===== config.mk =====
export PLATFORM = sky130hd
export DESIGN_NAME = grwh_div
export DESIGN_NICKNAME = d
export VERILOG_FILES = /design/src/design/grwh_pkg.sv /design/src/design/grwh_div.sv
export SDC_FILE = /design/constraint.sdc
export NUM_CORES = 1
export LEC_CHECK = 0
export BUFFER_PORTS_ARGS = -buffer_cell sky130_fd_sc_hd__buf_4
export CAP_MARGIN = 20
export CELL_PAD_IN_SITES_DETAIL_PLACEMENT = 1
export CELL_PAD_IN_SITES_GLOBAL_PLACEMENT = 1
export CORE_MARGIN = 2
export CORE_UTILIZATION = 40
export DETAILED_ROUTE_END_ITERATION = 10
export GPL_ROUTABILITY_DRIVEN = 0
export PLACE_DENSITY_LB_ADDON = 0.05
export SKIP_LAST_GASP = 1
export SYNTH_ARGS = -nofsm -noshare
export SYNTH_HDL_FRONTEND = slang
export SYNTH_SLANG_ARGS = --single-unit

===== constraint.sdc =====
create_clock -name i_clk -period 3 [get_ports i_clk]
set_clock_uncertainty 0.05 [all_clocks]
set_input_delay 0.15 -clock i_clk [delete_from_list [all_inputs] [get_ports i_clk]]
set_output_delay 0.15 -clock i_clk [all_outputs]
set_load 0.05 [all_outputs]

===== src/design/grwh_pkg.sv =====
// Package for the gyro rate window heading core.
// Holds widths, register indexes, reset values and divider types; no dependencies.
`default_nettype none
package grwh_pkg;
    localparam int unsigned DEPTH = 256;
    localparam int unsigned AW    = $clog2(DEPTH);
    localparam int unsigned CW    = AW + 1;

    localparam logic [2:0] REG_RATE_SCALE   = 3'd0;
    localparam logic [2:0] REG_RATE_BIAS    = 3'd1;
    localparam logic [2:0] REG_DEAD_BAND    = 3'd2;
    localparam logic [2:0] REG_WINDOW_US    = 3'd3;
    localparam logic [2:0] REG_INTEGRATE_US = 3'd4;

    localparam logic [15:0] RST_RATE_SCALE   = 16'd1147;
    localparam logic [23:0] RST_RATE_BIAS    = 24'd29491;
    localparam logic [23:0] RST_DEAD_BAND    = 24'd65536;
    localparam logic [23:0] RST_WINDOW_US    = 24'd1000000;
    localparam logic [23:0] RST_INTEGRATE_US = 24'd1000000;

    localparam logic [19:0] US_PER_S = 20'd1000000;

    // Start and result of the shared signed divider.
    typedef struct packed {
        logic        start;
        logic [63:0] dividend;
        logic [24:0] divisor;
    } t_div_req;

    typedef struct packed {
        logic        done;
        logic [63:0] quotient;
    } t_div_rsp;
endpackage
`default_nettype wire


===== src/design/grwh_div.sv =====
// Signed truncating divider, one quotient bit per cycle.
// Depends on grwh_pkg.
`default_nettype none
module grwh_div (
    input  wire              i_clk,
    input  wire              i_rst_n,
    input  grwh_pkg::t_div_req i_req,
    output grwh_pkg::t_div_rsp o_rsp
);
    logic        r_busy, r_neg, r_done;
    logic [6:0]  r_cnt;
    logic [63:0] r_q;
    logic [25:0] r_rem;
    logic [24:0] r_den;
    logic [25:0] n_trial;
    logic [25:0] n_shift;

    assign n_shift = {r_rem[24:0], r_q[63]};
    assign n_trial = n_shift - {1'b0, r_den};

    always_ff @(posedge i_clk) begin
        if (!i_rst_n) begin
            r_busy <= 1'b0;
            r_done <= 1'b0;
            r_cnt  <= '0;
        end else begin
            r_done <= 1'b0;
            if (i_req.start) begin
                r_busy <= 1'b1;
                r_cnt  <= 7'd64;
                r_neg  <= i_req.dividend[63];
                r_q    <= i_req.dividend[63] ? -i_req.dividend : i_req.dividend;
                r_den  <= i_req.divisor;
                r_rem  <= '0;
            end else if (r_busy) begin
                if (!n_trial[25]) begin
                    r_rem <= n_trial;
                    r_q   <= {r_q[62:0], 1'b1};
                end else begin
                    r_rem <= n_shift;
                    r_q   <= {r_q[62:0], 1'b0};
                end
                r_cnt <= r_cnt - 7'd1;
                if (r_cnt == 7'd1) begin
                    r_busy <= 1'b0;
                    r_done <= 1'b1;
                end
            end
        end
    end

    assign o_rsp.done     = r_done;
    assign o_rsp.quotient = r_neg ? -r_q : r_q;
endmodule
`default_nettype wire


-- Word-level counts from Yosys, hierarchy flattened
Index checks and enable logic that the tools add are counted.
Widths: inputs -> output; s select.
- shift operators: 0
- muxes and demuxes: 13
- add/sub/neg operators: 4
- div/mod/pow operators: 0
- $lt $le $gt $ge: 0
- multiply operators: 0
- equal/unequal tests: 1
- bitwise gates (word level): 2
- reduce and logical (&&, ||, !) cells: 5
- operator list (cell ; number):
    $mux 64 ; 4
    $neg 64->64 ; 2
    $mux 25 ; 2
    $sub 26x25->26 ; 1
    $mux 7 ; 2
    $eq 7x1->1 const B ; 1
    $sub 7x1->7 const B ; 1
    $mux 1 ; 5
    $reduce_and 2->1 ; 2
    $reduce_or 3->1 ; 1
    $not 1->1 ; 2
    $reduce_bool 2->1 ; 1
    $reduce_or 2->1 ; 1
- latch bits: 0
- register bits after elaboration: 124
- output and inout port bits: 65
- memories kept: 0
- ROM bits: 0
- bits in writable memories: 0

-- Logic depth before layout (Yosys ltp)
- depth after elaboration: 4
- gate-level depth with buffers: 11

-- Least setup slack after synthesis
No wires, ideal clock.
- path type: register to output
- from: reg r_q[6]
- to: out o_rsp[62] (netlist bit)
- data required time: 2.800 ns
- arrival time: 3.160 ns
- setup slack: -0.360 ns
- cell stages (with the launch flop): 9
- path buffers: 1
- cell sequence: edfxtp_1 -> or4_4 -> nor4_4 -> nand3b_2 -> or3_4 -> or4_4 -> buf_6 -> o41ai_2 -> xnor2_1
- RTL lines (what ; line ; RTL):
    from (decl) ; grwh_div.sv:12 ; logic [63:0] r_q;
    from (signal assigned) ; grwh_div.sv:32 ; r_q <= i_req.dividend[63] ? -i_req.dividend : i_req.dividend;
    from (signal assigned) ; grwh_div.sv:38 ; r_q <= {r_q[62:0], 1'b1};
    from (signal assigned) ; grwh_div.sv:41 ; r_q <= {r_q[62:0], 1'b0};
    to (decl) ; grwh_div.sv:8 ; output grwh_pkg::t_div_rsp o_rsp

==> summary.txt <==
worst slew pin tran -> 736 ps
Final Power -> 6.75 mW
H-tree depth -> 4
cell area after layout -> 13,600 um2
Total Routing Usage GR -> 0.252
Worst Hold Launch -> i_req[87]
Final Max Slew Viols -> 0
IO Pins -> 157
Distinct cells, synth -> 59
Worst-path clk slew -> 60 ps
XOR/XNOR Fraction of Synth Area -> 0.136
power per standard cell area -> 495 nW/um2
layout cell share with drive strength beyond 1 -> 0.354
Peak Freq -> 265 MHz
Root Driver -> clkbuf_16
post-route ant nets -> 0
outcome -> finished with violations
die width -> 155 um
area of the die -> 24,200 um2
CTS Sinks -> 124
antenna violations before repair -> 1
Remaining Overflow, GRT -> 0
vias after detailed routing -> 8,842
Starting Density -> 0.406
setup_tns -> -14,370 ps
routed length per placed instance -> 19.5 um
Die Ht -> 155 um
family with the most delay on the worst path -> simple AND/OR/NAND/NOR gates
final layout net count -> 1,423
total core area -> 22,600 um2
Crit. Startpoint -> r_q[15]
first-pass GRT wire length -> 48.0 mm
dpl cell area -> 11,800 um2
setup violators final -> 37
HP Class -> in -> reg
number of flops mapped to enable cells by yosys -> 115
RSZ-0062 raised after global routing -> yes
async set-reset flop share out of synthesis -> 0
Final HPWL DP -> 22.0 mm
# DRC -> 0
peak supply drop -> 0.347 mV
DRT iter0 DRCs -> 371
Placement Setup Slack -> -384 ps
adder-cell share of the synthesized area -> 0.0417
main combinational cell family by area after synthesis -> simple AND/OR/NAND/NOR gates
Crit-path slowest cell -> or4_4
Static Leak -> 5.55 nW
Synthesized Nets -> 1,113
Total Routed Length -> 31.2 mm
register area share after synthesis -> 0.396
mapped cell area -> 9170 um2
compound-cell area share of the yosys netlist -> 0.181
final hold violation count -> 0
Yosys warnings -> 0
final period utilization -> 1.26
cell chain of the critical path -> or4_4 -> nor4_4 -> buf_4 -> nand2_2 -> or3_4 -> or4_4 -> buf_6 -> o31ai_1 -> buf_4 -> xnor2_2 -> buf_6
Initial DRT Pass Iterations -> 5
post-synthesis simple-gate area fraction -> 0.185
vias in the first global route -> 9,138
max_cap viols -> 0
Top FF cell, synth -> edfxtp_1
max incr delay on CP -> 570 ps
WP buf/inv -> 4
largest net degree at the start of global routing -> 79
Syn Area/Cell -> 9.26 um2
clk_lat worst skew -> 420 ps
Buffers on Ports -> 156
violated checks -> negative setup slack
synthesis-to-layout area growth -> 48.5%
post-synthesis mux area share -> 0.0216
FF+latch count, synth -> 124
hold_ws -> 58.2 ps
CP Class -> reg -> out
CTS tree -> done
Vias/cell -> 5.53
Final WS setup -> -774 ps
worst path arrival time -> 3570 ps
crit path capture type -> output pin
maximum clock path buffer count -> 2
Final min period -> 3770 ps
Num CTS Buffers -> 17
CP required -> 2800 ps
CP Launch Type -> flip-flop
num rows -> 55
worst-path fanout max -> 5
Mapped Cells -> 991
Rel. slew slack -> 0.510
FF-to-FF Start -> r_rem[5]
## final cells by class
class | instances | area, um2
Fill cell | 2491 | 8950
Clock inverter | 9 | 62.6
Antenna cell | 1 | 2.50
Multi-Input combinational cell | 775 | 6020
Tap cell | 285 | 357
Timing Repair Buffer | 335 | 2800
Inverter | 48 | 180
Clock buffer | 23 | 564
Sequential cell | 124 | 3630
## cells by family (layout without fill, tap and decap cells)
logic type	after synthesis	after routing
compound gates	256	256
xor+xnor	142	142
fa+ha+maj	30	30
buf+inv	92	415
flops	124	124
mux	19	19
other cells	0	1
simple gates	328	328
## synthesized netlist by cell type, drive strengths merged, types with 7 or more instances
master | n | area share
edfxtp | 115 | 0.38
nor2 | 106 | 0.043
a21oi | 88 | 0.048
xnor2 | 78 | 0.074
xor2 | 64 | 0.061
nand2 | 62 | 0.025
o21ai | 57 | 0.031
inv | 48 | 0.020
clkbuf | 38 | 0.016
o31ai | 37 | 0.030
ha | 29 | 0.040
or3 | 27 | 0.019
o41ai | 25 | 0.028
nand3 | 21 | 0.011
nor3 | 21 | 0.011
nand2b | 19 | 0.013
or4 | 18 | 0.016
mux2i | 13 | 0.014
or2 | 13 | 0.0089
nor4 | 12 | 0.014
dfxtp | 9 | 0.020
nand3b | 9 | 0.0078
nand4 | 9 | 0.0061
o21a | 8 | 0.0065
a21o | 7 | 0.0057
## cells in the final DEF (no fill, tap or decap), drive strengths merged, types with 5 or more instances in the layout
cell / instances
xor2: 64
nor4: 12
o21a: 8
mux2i: 13
ha: 29
nor3: 21
inv: 52
clkinv: 5
o211ai: 6
clkbuf: 24
nand3b: 9
edfxtp: 115
xnor2: 78
or4: 18
o41ai: 25
a21o: 7
o31ai: 37
mux2: 6
nand2b: 19
buf: 307
nand2: 62
dlygate4sd3: 27
nand4: 9
o21ai: 57
nor2: 106
or3: 27
or2: 13
nand3: 21
nor2b: 5
dfxtp: 9
a21oi: 88
## timing repair
item                                    4_1_cts  5_1_grt
gates cloned                                  0        1
endpoints found under the setup margin       53       69
gates resized for setup                      86       64
pin swaps                                    23       24
endpoints found under the hold margin        28        0
buffers inserted                              9        9
hold buffers                                 27        0
## routing by layer
| metal | GRT usage | up-vias | share of wire |
|---|---|---|---|
| met5 | 0 | - | 0 |
| met4 | 0.0721 | 0 | 0.021 |
| met3 | 0.0432 | 48 | 0.034 |
| met2 | 0.449 | 198 | 0.51 |
| met1 | 0.313 | 4341 | 0.43 |
| li1 | - | 4255 | - |
## worst reg2reg max path, cell delays in order (launching register included)
cell       delay (ps)
edfxtp_1          390
ha_1              330
a21o_1            210
or3_1             380
o2111ai_2         260
a21oi_1           140
a211oi_4          310
buf_4             200
clkbuf_16         140
mux2i_1           180
nor2_1             50
## worst paths after layout
kind              slack (ps)  cells after the start   endpoint
setup / recovery        -770                     11  o_rsp[50]
hold / removal            60                      3    r_q[62]
setup reg to reg         100                     10  r_rem[14]
hold reg to reg          420                      1     r_done
## state kept, by name, summed over array words and instances (netlist names)
signal,count
r_done,1
r_den,25
r_neg,1
r_q,64
r_cnt,7
r_busy,1
r_rem,25
## power breakdown
group | switching (mW) | internal (mW)
clock network | 0.808 | 1.33
registers | 0.102 | 2.08
logic | 1.40 | 1.03
## stage by stage
step           instances   util
3_5_place_dp        1523  0.525
4_1_cts             1591  0.585
5_1_grt             1600  0.603
2_1_floorplan        991      -
6_report            1600  0.603
3_3_place_gp        1523  0.525
Note: power is estimated with default switching activity, not from simulation.
